### config.mk
export PLATFORM = sky130hd
export DESIGN_NAME = tty_line_discipline_unit
export DESIGN_NICKNAME = d
export VERILOG_FILES = /design/src/tld_pkg.sv /design/src/tld_cfg_regs.sv /design/src/tld_decode.sv /design/src/tld_out_stage.sv /design/src/tty_line_discipline_unit.sv
export SDC_FILE = /design/constraint.sdc
export NUM_CORES = 1
export LEC_CHECK = 0
export BUFFER_PORTS_ARGS = -buffer_cell sky130_fd_sc_hd__buf_2
export CAP_MARGIN = 30
export CELL_PAD_IN_SITES_DETAIL_PLACEMENT = 1
export CELL_PAD_IN_SITES_GLOBAL_PLACEMENT = 2
export CORE_UTILIZATION = 30
export DETAILED_ROUTE_END_ITERATION = 10
export GPL_ROUTABILITY_DRIVEN = 0
export PLACE_DENSITY = 0.64
export SLEW_MARGIN = 20
export SYNTH_ARGS = -nofsm -noshare
export SYNTH_HDL_FRONTEND = slang
export SYNTH_SLANG_ARGS = --single-unit
### constraint.sdc
create_clock -name aclk -period 5.8 [get_ports aclk]
set_clock_uncertainty 0.2 [all_clocks]
set_input_delay 1.16 -clock aclk [delete_from_list [all_inputs] [get_ports aclk]]
set_output_delay 1.16 -clock aclk [all_outputs]
set_load 0.01 [all_outputs]
### src/tld_pkg.sv
// shared types and constants for the tty line discipline
package tld_pkg;

    localparam int LEN_W    = 12;
    localparam int MAX_LINE = 4095;
    localparam int MAX_RES  = 4;

    localparam logic [7:0] CH_CR  = 8'h0D;
    localparam logic [7:0] CH_NL  = 8'h0A;
    localparam logic [7:0] CH_DEL = 8'h7F;
    localparam logic [7:0] CH_BS  = 8'h08;
    localparam logic [7:0] CH_BEL = 8'h07;
    localparam logic [7:0] CH_SP  = 8'h20;

    localparam logic [1:0] KIND_ECHO   = 2'd0;
    localparam logic [1:0] KIND_APPEND = 2'd1;
    localparam logic [1:0] KIND_ERASE  = 2'd2;

    localparam logic [2:0] REG_IGNORE_CR  = 3'd0;
    localparam logic [2:0] REG_CR_TO_NL   = 3'd1;
    localparam logic [2:0] REG_NL_TO_CR   = 3'd2;
    localparam logic [2:0] REG_CANONICAL  = 3'd3;
    localparam logic [2:0] REG_ECHO_ON    = 3'd4;
    localparam logic [2:0] REG_ECHO_ERASE = 3'd5;
    localparam logic [2:0] REG_MIN_CHARS  = 3'd6;
    localparam logic [2:0] REG_READ_LIMIT = 3'd7;

    typedef struct packed {
        logic             ignore_cr;
        logic             cr_to_nl;
        logic             nl_to_cr;
        logic             canonical;
        logic             echo_on;
        logic             echo_erase;
        logic [7:0]       min_chars;
        logic [LEN_W-1:0] read_limit;
    } cfg_t;

    typedef struct packed {
        logic [1:0]       kind;
        logic [7:0]       data;
        logic             done;
        logic [LEN_W-1:0] len;
    } result_t;

    typedef struct packed {
        result_t [MAX_RES-1:0] ent;
        logic [2:0]            n;
    } burst_t;

endpackage

### src/tld_cfg_regs.sv
// configuration register file of the line discipline
module tld_cfg_regs (
    input  logic              aclk,
    input  logic              aresetn,
    input  logic              cfg_wr_en,
    input  logic [2:0]        cfg_addr,
    input  logic [11:0]       cfg_wdata,
    output tld_pkg::cfg_t     cfg
);
    import tld_pkg::*;

    cfg_t cfg_reg;

    always_ff @(posedge aclk) begin
        if (!aresetn) begin
            cfg_reg.ignore_cr  <= 1'b0;
            cfg_reg.cr_to_nl   <= 1'b1;
            cfg_reg.nl_to_cr   <= 1'b0;
            cfg_reg.canonical  <= 1'b1;
            cfg_reg.echo_on    <= 1'b1;
            cfg_reg.echo_erase <= 1'b1;
            cfg_reg.min_chars  <= 8'd1;
            cfg_reg.read_limit <= 12'd4095;
        end else if (cfg_wr_en) begin
            case (cfg_addr)
                REG_IGNORE_CR:  cfg_reg.ignore_cr  <= cfg_wdata[0];
                REG_CR_TO_NL:   cfg_reg.cr_to_nl   <= cfg_wdata[0];
                REG_NL_TO_CR:   cfg_reg.nl_to_cr   <= cfg_wdata[0];
                REG_CANONICAL:  cfg_reg.canonical  <= cfg_wdata[0];
                REG_ECHO_ON:    cfg_reg.echo_on    <= cfg_wdata[0];
                REG_ECHO_ERASE: cfg_reg.echo_erase <= cfg_wdata[0];
                REG_MIN_CHARS:  cfg_reg.min_chars  <= cfg_wdata[7:0];
                REG_READ_LIMIT: cfg_reg.read_limit <= cfg_wdata[LEN_W-1:0];
                default: ;
            endcase
        end
    end

    assign cfg = cfg_reg;

endmodule

### src/tld_decode.sv
// byte translation and edit logic, builds the result burst for one byte
module tld_decode (
    input  logic [7:0]              rx_byte,
    input  tld_pkg::cfg_t           cfg,
    input  logic [11:0]             count,
    output tld_pkg::burst_t         burst,
    output logic [11:0]             count_next
);
    import tld_pkg::*;

    logic             is_cr;
    logic             drop;
    logic [7:0]       ch;
    logic             bs_edit;
    logic [LEN_W-1:0] limit;
    logic [LEN_W-1:0] inc;
    logic             done;
    result_t          app;

    always_comb begin
        is_cr = (rx_byte == CH_CR);
        drop  = is_cr && cfg.ignore_cr;
        ch    = rx_byte;
        if (is_cr) begin
            if (cfg.cr_to_nl) begin
                ch = CH_NL;
            end
        end else if (rx_byte == CH_NL && cfg.nl_to_cr) begin
            ch = CH_CR;
        end else if (rx_byte == CH_DEL) begin
            ch = CH_BS;
        end
        bs_edit = (ch == CH_BS) && cfg.canonical;
    end

    // effective read limit: capped by the line size, zero taken as one
    always_comb begin
        if (int'(cfg.read_limit) > MAX_LINE) begin
            limit = LEN_W'(MAX_LINE);
        end else begin
            limit = cfg.read_limit;
        end
        if (limit == '0) begin
            limit = LEN_W'(1);
        end
        inc  = count + LEN_W'(1);
        done = (!cfg.canonical && inc >= {4'd0, cfg.min_chars})
            || (cfg.canonical && ch == CH_NL)
            || (inc >= limit);
        app  = '{KIND_APPEND, ch, done, inc};
    end

    always_comb begin
        burst      = '0;
        count_next = count;
        if (drop) begin
            burst.n = 3'd0;
        end else if (bs_edit) begin
            if (count != '0) begin
                count_next = count - LEN_W'(1);
                if (cfg.echo_erase) begin
                    burst.ent[0] = '{KIND_ECHO, CH_BS, 1'b0, count};
                    burst.ent[1] = '{KIND_ECHO, CH_SP, 1'b0, count};
                    burst.ent[2] = '{KIND_ECHO, CH_BS, 1'b0, count};
                    burst.ent[3] = '{KIND_ERASE, 8'd0, 1'b0, count_next};
                    burst.n      = 3'd4;
                end else if (cfg.echo_on) begin
                    burst.ent[0] = '{KIND_ECHO, CH_BS, 1'b0, count};
                    burst.ent[1] = '{KIND_ERASE, 8'd0, 1'b0, count_next};
                    burst.n      = 3'd2;
                end else begin
                    burst.ent[0] = '{KIND_ERASE, 8'd0, 1'b0, count_next};
                    burst.n      = 3'd1;
                end
            end else begin
                burst.ent[0] = '{KIND_ECHO, CH_BEL, 1'b0, count};
                burst.n      = 3'd1;
            end
        end else begin
            count_next = done ? '0 : inc;
            if (ch != CH_BS && cfg.echo_on) begin
                burst.ent[0] = '{KIND_ECHO, ch, 1'b0, count};
                burst.ent[1] = app;
                burst.n      = 3'd2;
            end else begin
                burst.ent[0] = app;
                burst.n      = 3'd1;
            end
        end
    end

endmodule

### src/tld_out_stage.sv
// result register holding one burst, sends its items one per cycle while m_tready is high
module tld_out_stage (
    input  logic              aclk,
    input  logic              aresetn,
    input  logic              load,
    input  tld_pkg::burst_t   burst_in,
    output logic              free,
    output logic              m_tvalid,
    input  logic              m_tready,
    output logic [23:0]       m_tdata,   // out_byte, read_done, line_length
    output logic [1:0]        m_tuser,   // kind
    output logic              m_tlast
);
    import tld_pkg::*;

    logic       burst_vld_reg;
    burst_t     burst_reg;
    logic [1:0] idx_reg;
    logic       last_now;
    logic       pop;
    result_t    cur;

    assign cur      = burst_reg.ent[idx_reg];
    assign last_now = ({1'b0, idx_reg} == (burst_reg.n - 3'd1));
    assign pop      = burst_vld_reg && m_tready && last_now;
    assign free     = !burst_vld_reg || pop;

    always_ff @(posedge aclk) begin
        if (!aresetn) begin
            burst_vld_reg <= 1'b0;
            idx_reg       <= 2'd0;
        end else if (load) begin
            burst_vld_reg <= (burst_in.n != 3'd0);
            idx_reg       <= 2'd0;
        end else if (burst_vld_reg && m_tready) begin
            if (last_now) begin
                burst_vld_reg <= 1'b0;
            end else begin
                idx_reg <= idx_reg + 2'd1;
            end
        end
    end

    always_ff @(posedge aclk) begin
        if (load) begin
            burst_reg <= burst_in;
        end
    end

    assign m_tvalid = burst_vld_reg;
    assign m_tdata  = {3'd0, cur.len, cur.done, cur.data};
    assign m_tuser  = cur.kind;
    assign m_tlast  = last_now;

`ifndef ASSERT_OFF
    a_idx_in_range: assert property (@(posedge aclk) disable iff (!aresetn)
        burst_vld_reg |-> ({1'b0, idx_reg} < burst_reg.n))
        else $error("burst index past item count");
    a_burst_continues: assert property (@(posedge aclk) disable iff (!aresetn)
        (m_tvalid && m_tready && !m_tlast) |=> m_tvalid)
        else $error("burst ended before its last item");
    a_done_on_append: assert property (@(posedge aclk) disable iff (!aresetn)
        (m_tvalid && m_tdata[8]) |-> (m_tuser == KIND_APPEND))
        else $error("read done flagged on a non-append item");
`endif

endmodule

### src/tty_line_discipline_unit.sv
// top level of the tty input line discipline
//
//  channel   direction  tdata                              tuser  tlast
//  s_        in         rx_byte [7:0]                      -      -
//  m_        out        out_byte, read_done, line_length   kind   last
//  cfg_      in         plain write: index 0..7, 12-bit data
//
//  an input byte gives zero to four items; one item leaves per cycle while
//  m_tready is high, set by the result register that sends its burst one
//  item at a time
//  input register and result register part the two sides: a new byte is taken
//  while a burst still waits on m_tready
//  reset is synchronous on aresetn low and clears the count and the valid flags
module tty_line_discipline_unit (
    input  logic        aclk,
    input  logic        aresetn,
    input  logic        s_tvalid,
    output logic        s_tready,
    input  logic [7:0]  s_tdata,   // rx_byte
    output logic        m_tvalid,
    input  logic        m_tready,
    output logic [23:0] m_tdata,   // out_byte [7:0], read_done [8], line_length [20:9]
    output logic [1:0]  m_tuser,   // kind
    output logic        m_tlast,
    input  logic        cfg_wr_en,
    input  logic [2:0]  cfg_addr,
    input  logic [11:0] cfg_wdata
);
    import tld_pkg::*;

    cfg_t             cfg;
    burst_t           burst;
    logic             in_vld_reg;
    logic [7:0]       in_byte_reg;
    logic [LEN_W-1:0] count_reg;
    logic [LEN_W-1:0] count_next;
    logic             free;
    logic             load;

    tld_cfg_regs u_cfg (
        .aclk      (aclk),
        .aresetn   (aresetn),
        .cfg_wr_en (cfg_wr_en),
        .cfg_addr  (cfg_addr),
        .cfg_wdata (cfg_wdata),
        .cfg       (cfg)
    );

    tld_decode u_decode (
        .rx_byte    (in_byte_reg),
        .cfg        (cfg),
        .count      (count_reg),
        .burst      (burst),
        .count_next (count_next)
    );

    tld_out_stage u_out (
        .aclk     (aclk),
        .aresetn  (aresetn),
        .load     (load),
        .burst_in (burst),
        .free     (free),
        .m_tvalid (m_tvalid),
        .m_tready (m_tready),
        .m_tdata  (m_tdata),
        .m_tuser  (m_tuser),
        .m_tlast  (m_tlast)
    );

    assign load     = in_vld_reg && free;
    assign s_tready = !in_vld_reg || load;

    always_ff @(posedge aclk) begin
        if (!aresetn) begin
            in_vld_reg <= 1'b0;
            count_reg  <= '0;
        end else begin
            if (s_tvalid && s_tready) begin
                in_vld_reg <= 1'b1;
            end else if (load) begin
                in_vld_reg <= 1'b0;
            end
            if (load) begin
                count_reg <= count_next;
            end
        end
    end

    always_ff @(posedge aclk) begin
        if (s_tvalid && s_tready) begin
            in_byte_reg <= s_tdata;
        end
    end

`ifndef ASSERT_OFF
    a_held_input: assert property (@(posedge aclk) disable iff (!aresetn)
        (in_vld_reg && !load) |=> (in_vld_reg && $stable(in_byte_reg)))
        else $error("waiting input item lost or changed");
    a_count_restart: assert property (@(posedge aclk) disable iff (!aresetn)
        (load && burst.n != 3'd0 && burst.ent[burst.n[1:0] - 2'd1].done)
        |=> (count_reg == '0))
        else $error("count not restarted after completed read");
    a_ready_when_empty: assert property (@(posedge aclk) disable iff (!aresetn)
        !in_vld_reg |-> s_tready)
        else $error("input not ready while input register is empty");
`endif

endmodule
* Word-level counts from Yosys, hierarchy flattened
Index checks and enable logic that the tools add are counted.
** Storage, ports and cells
- Bits in registers :: 145
- Logic and storage cells :: 121
- Bits of input ports :: 28
- Output and inout port bits :: 29
** Operators by class
- Bitwise operators :: 6
- Eq/ne operators :: 15
- Mux-type cells :: 25
- Magnitude comparators :: 3
- Add/sub/neg operators :: 4
- Reduce and logical (&&, ||, !) cells :: 38
** Operators by type and width (count)
- 49-bit 2-to-1 mux :: 2
- 23-bit 2-to-1 mux :: 3
- 26-bit 2-to-1 mux :: 2
- 12-bit 2-to-1 mux :: 4
- 23-bit binary-select mux with 2-bit select :: 1
- 46-bit 2-to-1 mux :: 1
- 8-bit by 4-bit equality test with 1-bit output, second input constant :: 4
- 8-bit 2-to-1 mux :: 4
- 25-bit 2-to-1 mux :: 1
- 22-bit 2-to-1 mux :: 1
- 2-bit AND reduction :: 10
- 12-bit by 1-bit adder with 12-bit output, second input constant :: 1
- 3-bit equality test, second input constant :: 4
- 12-bit >= comparator :: 1
- 12-bit by 8-bit >= comparator with 1-bit output :: 1
- 12-bit zero test :: 1
- 12-bit nonzero test :: 1
- 12-bit by 1-bit subtractor with 12-bit output, second input constant :: 1
- 1-bit logical AND :: 10
- 8-bit by 7-bit equality test with 1-bit output, second input constant :: 1
- 8-bit by 4-bit inequality test with 1-bit output, second input constant :: 1
- 3-bit by 2-bit equality test with 1-bit output, second input constant :: 2
- 1-bit inverter :: 6
- 2-bit nonzero test :: 3
- other kinds (16) :: 25

* Depth between registers and ports, before layout
- Depth after elaboration :: 13
- Mapped depth :: 15
- Depth with buffers taken out :: 13

* By module
From an unflattened synthesis, not the netlist that was laid out.
** Unflattened totals
- Cells, all modules :: 777
- Area total of the unflattened synthesis :: 8531.9 um^2
** By module, submodules not included
- tld_out_stage :: cells an instance 159, instances 1, seq. area each 2912.8 um^2, area an instance 3714.8 um^2
- tld_decode :: cells an instance 436, instances 1, seq. area each 0.0 um^2, area an instance 2892.8 um^2
- tld_cfg_regs :: cells an instance 114, instances 1, seq. area each 520.5 um^2, area an instance 1169.9 um^2
- tty_line_discipline_unit :: cells an instance 68, instances 1, seq. area each 500.5 um^2, area an instance 754.5 um^2

* Worst setup path after synthesis
OpenSTA, ideal clock, no wires.
- Path kind :: input -> register
- Start point :: input m_tready
- End point :: register u_out.burst_reg[0] (netlist name), enable pin
- Slack :: 2.053 ns
- Data arrival time :: 3.106 ns
- Stages :: 2
- Library setup time :: 0.441 ns
- Buffers on the path :: 0
- Path through :: a41o_1 -> and2_1
** Between the ends
- Word-level cells in the longest chain between the ends :: 4
** RTL lines
- start, declared :: line tty_line_discipline_unit.sv:21 : input logic m_tready,
- 1-bit logical AND (2 in a row) :: line tld_out_stage.sv:25 : assign pop = burst_vld_reg && m_tready && last_now;
- 1-bit logical OR :: line tld_out_stage.sv:26 : assign free = !burst_vld_reg || pop;
- 1-bit logical AND :: line tty_line_discipline_unit.sv:70 : assign load = in_vld_reg && free;
- named net load :: line tty_line_discipline_unit.sv:38 : logic load;
- end signal, assigned :: line tld_out_stage.sv:46 : burst_reg <= burst_in;
- end, declared :: line tld_out_stage.sv:17 : burst_t burst_reg;
The timed path passes the listed nets, and every way through them passes these cells.
A chain may end at the register's enable or synchronous reset.

* Worst setup path in the final report
- Start point :: register count_reg[0]
- End point :: register count_reg[3]
** Between the ends
- Word-level cells in the longest chain between the ends :: 7
** RTL lines
- start, declared :: line tty_line_discipline_unit.sv:35 : logic [LEN_W-1:0] count_reg;
- start signal, assigned :: line tty_line_discipline_unit.sv:84 : count_reg <= count_next;
- 12-bit by 1-bit adder with 12-bit output :: line tld_decode.sv:46 : inc = count + LEN_W'(1);
- 12-bit by 8-bit >= comparator with 1-bit output :: line tld_decode.sv:47 : done = (!cfg.canonical && inc >= {4'd0, cfg.min_chars})
- 1-bit logical AND :: line tld_decode.sv:47
- 1-bit logical OR :: line tld_decode.sv:48 : || (cfg.canonical && ch == CH_NL)
- 1-bit logical OR :: line tld_decode.sv:49 : || (inc >= limit);
- 12-bit 2-to-1 mux :: line tld_decode.sv:80 : count_next = done ? '0 : inc;
- 12-bit 2-to-1 mux :: line tld_decode.sv:58 : end else if (bs_edit) begin
Several ways; a longest one is shown, not always the timed one. The select of a mux whose other input is x is not followed.

==> metrics <==
status finished clean; initial core utilization 0.3094; Post-Syn Area per Cell 9.858 um^2; Async SR Flop Fraction 0; Overall Power 0.002422 W; maximum clock frequency 227.5 MHz; area delta synth->final 15.91%; Final Net Count 798; cells after synthesis 717; top_reg_cell synth edfxtp_1; Routed WL 21250 um; chip width 155.5 um; max reg flops 74; post-synthesis simple-gate area fraction 0.1885; synthesized cell area 7068 um^2; total track usage 0.1855; final worst-path cycle share 0.7580; antenna violations before repair 0; number of global-route vias before repair 5651; Post-Place Cells 1040; global-route wire length before repair 33490 um; cts bufs inserted 17; row cnt 55; GRT overflow 0; postcts setup bufs 0; post-synthesis register bit count 124; Power per Cell Area 295.6 nW/um^2; Final TNS setup 0 ns; Post-synth EDFFs 82; max_cap viols 0; Worst setup EP type flop; Worst Path Arrival 4.56 ns; Via Count 5630; Crit path largest cell delay 0.65 ns; Reg clk slew, reported paths 0.06 ns; worst path required time 5.97 ns; Netlist cell types 76; Clock Latency Late Sink 0.43 ns; multiplexer area fraction after synthesis 0.06391; Adder-Cell Fraction of Synth Area 0.04072; H-Tree Depth 4; pin count of the biggest net entering global routing 54; RSZ-0062 raised after global routing false; Avg Vias per Cell 5.247; CP Cell Sequence ha_1 -> inv_1 -> nor2_1 -> nand2_1 -> xnor2_1 -> ha_1 -> nand2_1 -> o21ai_0 -> or2_2 -> o41ai_2 -> nand4_2 -> a2111oi_0 -> o221a_2; Routed Antenna Nets 0; DRT iter0 DRCs 312; critical path launch point count_reg[0]; worst hold path class flop to flop; FF-to-FF path depth 13; Yosys top cell area share 0.3484; post-route minimum period 4.396 ns; worst setup path class flop to flop; final instance area 8193 um^2; Die Ht 155.5 um; hpwl dp 15220 um; hold_buf cts 0; Yosys top cell by area edfxtp_1; CTS tree yes; final hold vios 0; Leak 3.217 nW; reg-to-reg startpoint count_reg[0]; per-cell routed wire length 19.80 um; Worst Setup Start Kind flop; layout cells sized above 1 0.1789; Ys Warns 0; Core ar. 22850 um^2; IO Port Bufs 53; sequential fraction of the synthesis area 0.4673; HP Start u_cfg.cfg[19]; IR drop worst, VDD 0.1647 mV; worst slew pin tran 0.9462 ns; post_cts resized 0; drt first pass iters 4; Slowest-stage cell, CP dfxtp_1; fillers 2619; DRC 0; Pins Over Slew Limit 0; die area 24180 um^2; final std cells w/o fill 1073; Synth Area in Compound Gates 0.1554; Ports 57; placed cell area 7561 um^2; Setup Viol. Count Final 0; Clock Sinks 124; largest cells by area after synthesis edfxtp_1 35%, dfxtp_1 12%, nand2_1 4.5%, ha_1 4.1%, mux4_2 3.8%; ant diodes 0; Clock Tree Root clkbuf_16; Max-slew headroom 0.3692; hold path depth 2; Crit Path Max Fanout 15; maximum clock path buffer count 2; largest family of logic cells by synthesized area simple AND/OR/NAND/NOR gates; Post-Synth XOR/XNOR Area 0.02850
[synth_stat cells, types with 3 or more instances]
master / count
o211ai_1: 12
buf_2: 11
inv_1: 38
nand3_1: 18
nor3_1: 14
nor2_1: 66
mux4_2: 12
clkbuf_1: 35
a22oi_1: 7
a21oi_1: 27
ha_1: 23
xor2_1: 10
o221a_2: 6
nand2_1: 85
o21ai_0: 34
edfxtp_1: 82
a21o_1: 3
o311ai_0: 4
and4_1: 3
a21boi_0: 10
xnor2_1: 13
inv_2: 3
nand4_1: 7
o31ai_1: 3
or3_1: 5
a31oi_1: 4
a211o_1: 4
nor2b_1: 7
and2_1: 13
o221ai_1: 5
o32ai_1: 3
nand2b_1: 7
o211a_1: 3
and3_1: 14
or4_1: 3
or2_2: 6
nor4_1: 3
dfxtp_1: 42
mux2i_1: 17
a211oi_1: 4
buf_4: 4
[final timing paths]
kind                   end  slack, ns
min reg2reg  u_cfg.cfg[19]       0.26
min          u_cfg.cfg[19]       0.26
max           count_reg[3]       1.40
max reg2reg   count_reg[3]       1.40
[critical path, delay by kind of cell, from the launching register on]
| family | cells | cell delay (ns) |
|---|---|---|
| AOI/OAI and AO/OA | 4 | 0.95 |
| xor gates and xnor gates | 1 | 0.41 |
| adders and majority gates | 2 | 0.80 |
| buffers and inverters | 1 | 0.15 |
| DFF | 1 | 0.65 |
| and+or+nand+nor | 5 | 1.17 |
[power breakdown]
group	internal [W]	switching, W
Sequential	0.000988	0.0000369
Clock	0.000689	0.000423
Combinational	0.000106	0.000180
[routing by layer]
layer | share of wire | up-vias | routed length (um) | GRT usage
met1 | 0.48 | 2800 | 10110 | 0.2526
met5 | 0 | - | 0 | 0
met2 | 0.46 | 128 | 9856 | 0.2930
li1 | - | 2674 | - | -
met3 | 0.043 | 28 | 919 | 0.03955
met4 | 0.017 | 0 | 367 | 0.05882
[cell families after synthesis]
family | Yosys count
XOR/XNOR | 23
multiplexers | 30
AND/OR/NAND/NOR | 266
buffers and inverters | 94
adder cells (fa/ha/maj) | 23
other | 1
AO/OA/AOI/OAI | 156
flip-flops | 124
[layout make-up]
| class | count | area (um^2) | area share |
|---|---|---|---|
| multi-input combinational | 501 | 3386 | 0.4133 |
| inverter | 41 | 153.9 | 0.01878 |
| sequential | 124 | 3304 | 0.4033 |
| tap | 313 | 391.6 | 0.04780 |
| clock buffer | 19 | 442.9 | 0.05406 |
| timing repair buffer | 62 | 345.3 | 0.04215 |
| clock inverter | 13 | 168.9 | 0.02062 |
[layout by cell type (no fill, tap or decap), types with 13 or more instances in the layout]
master,count
nand2_1,85
edfxtp_1,82
nor2_1,66
buf_2,53
dfxtp_1,41
inv_1,38
o21ai_0,34
a21oi_1,27
ha_1,23
nand3_1,18
mux2i_1,17
clkbuf_16,17
nor3_1,14
and3_1,14
xnor2_1,13
[stage by stage]
step	util	setup WS, ns	hold WS, ns
after floorplan	-	2.053	0.2415
after global placement	0.3309	1.654	0.2603
after detailed placement	0.3309	1.461	0.2629
after CTS	0.3577	1.420	0.2712
after global routing	0.3586	1.078	0.2935
final	0.3586	1.404	0.2633
Power figures use the tool's default switching activity.
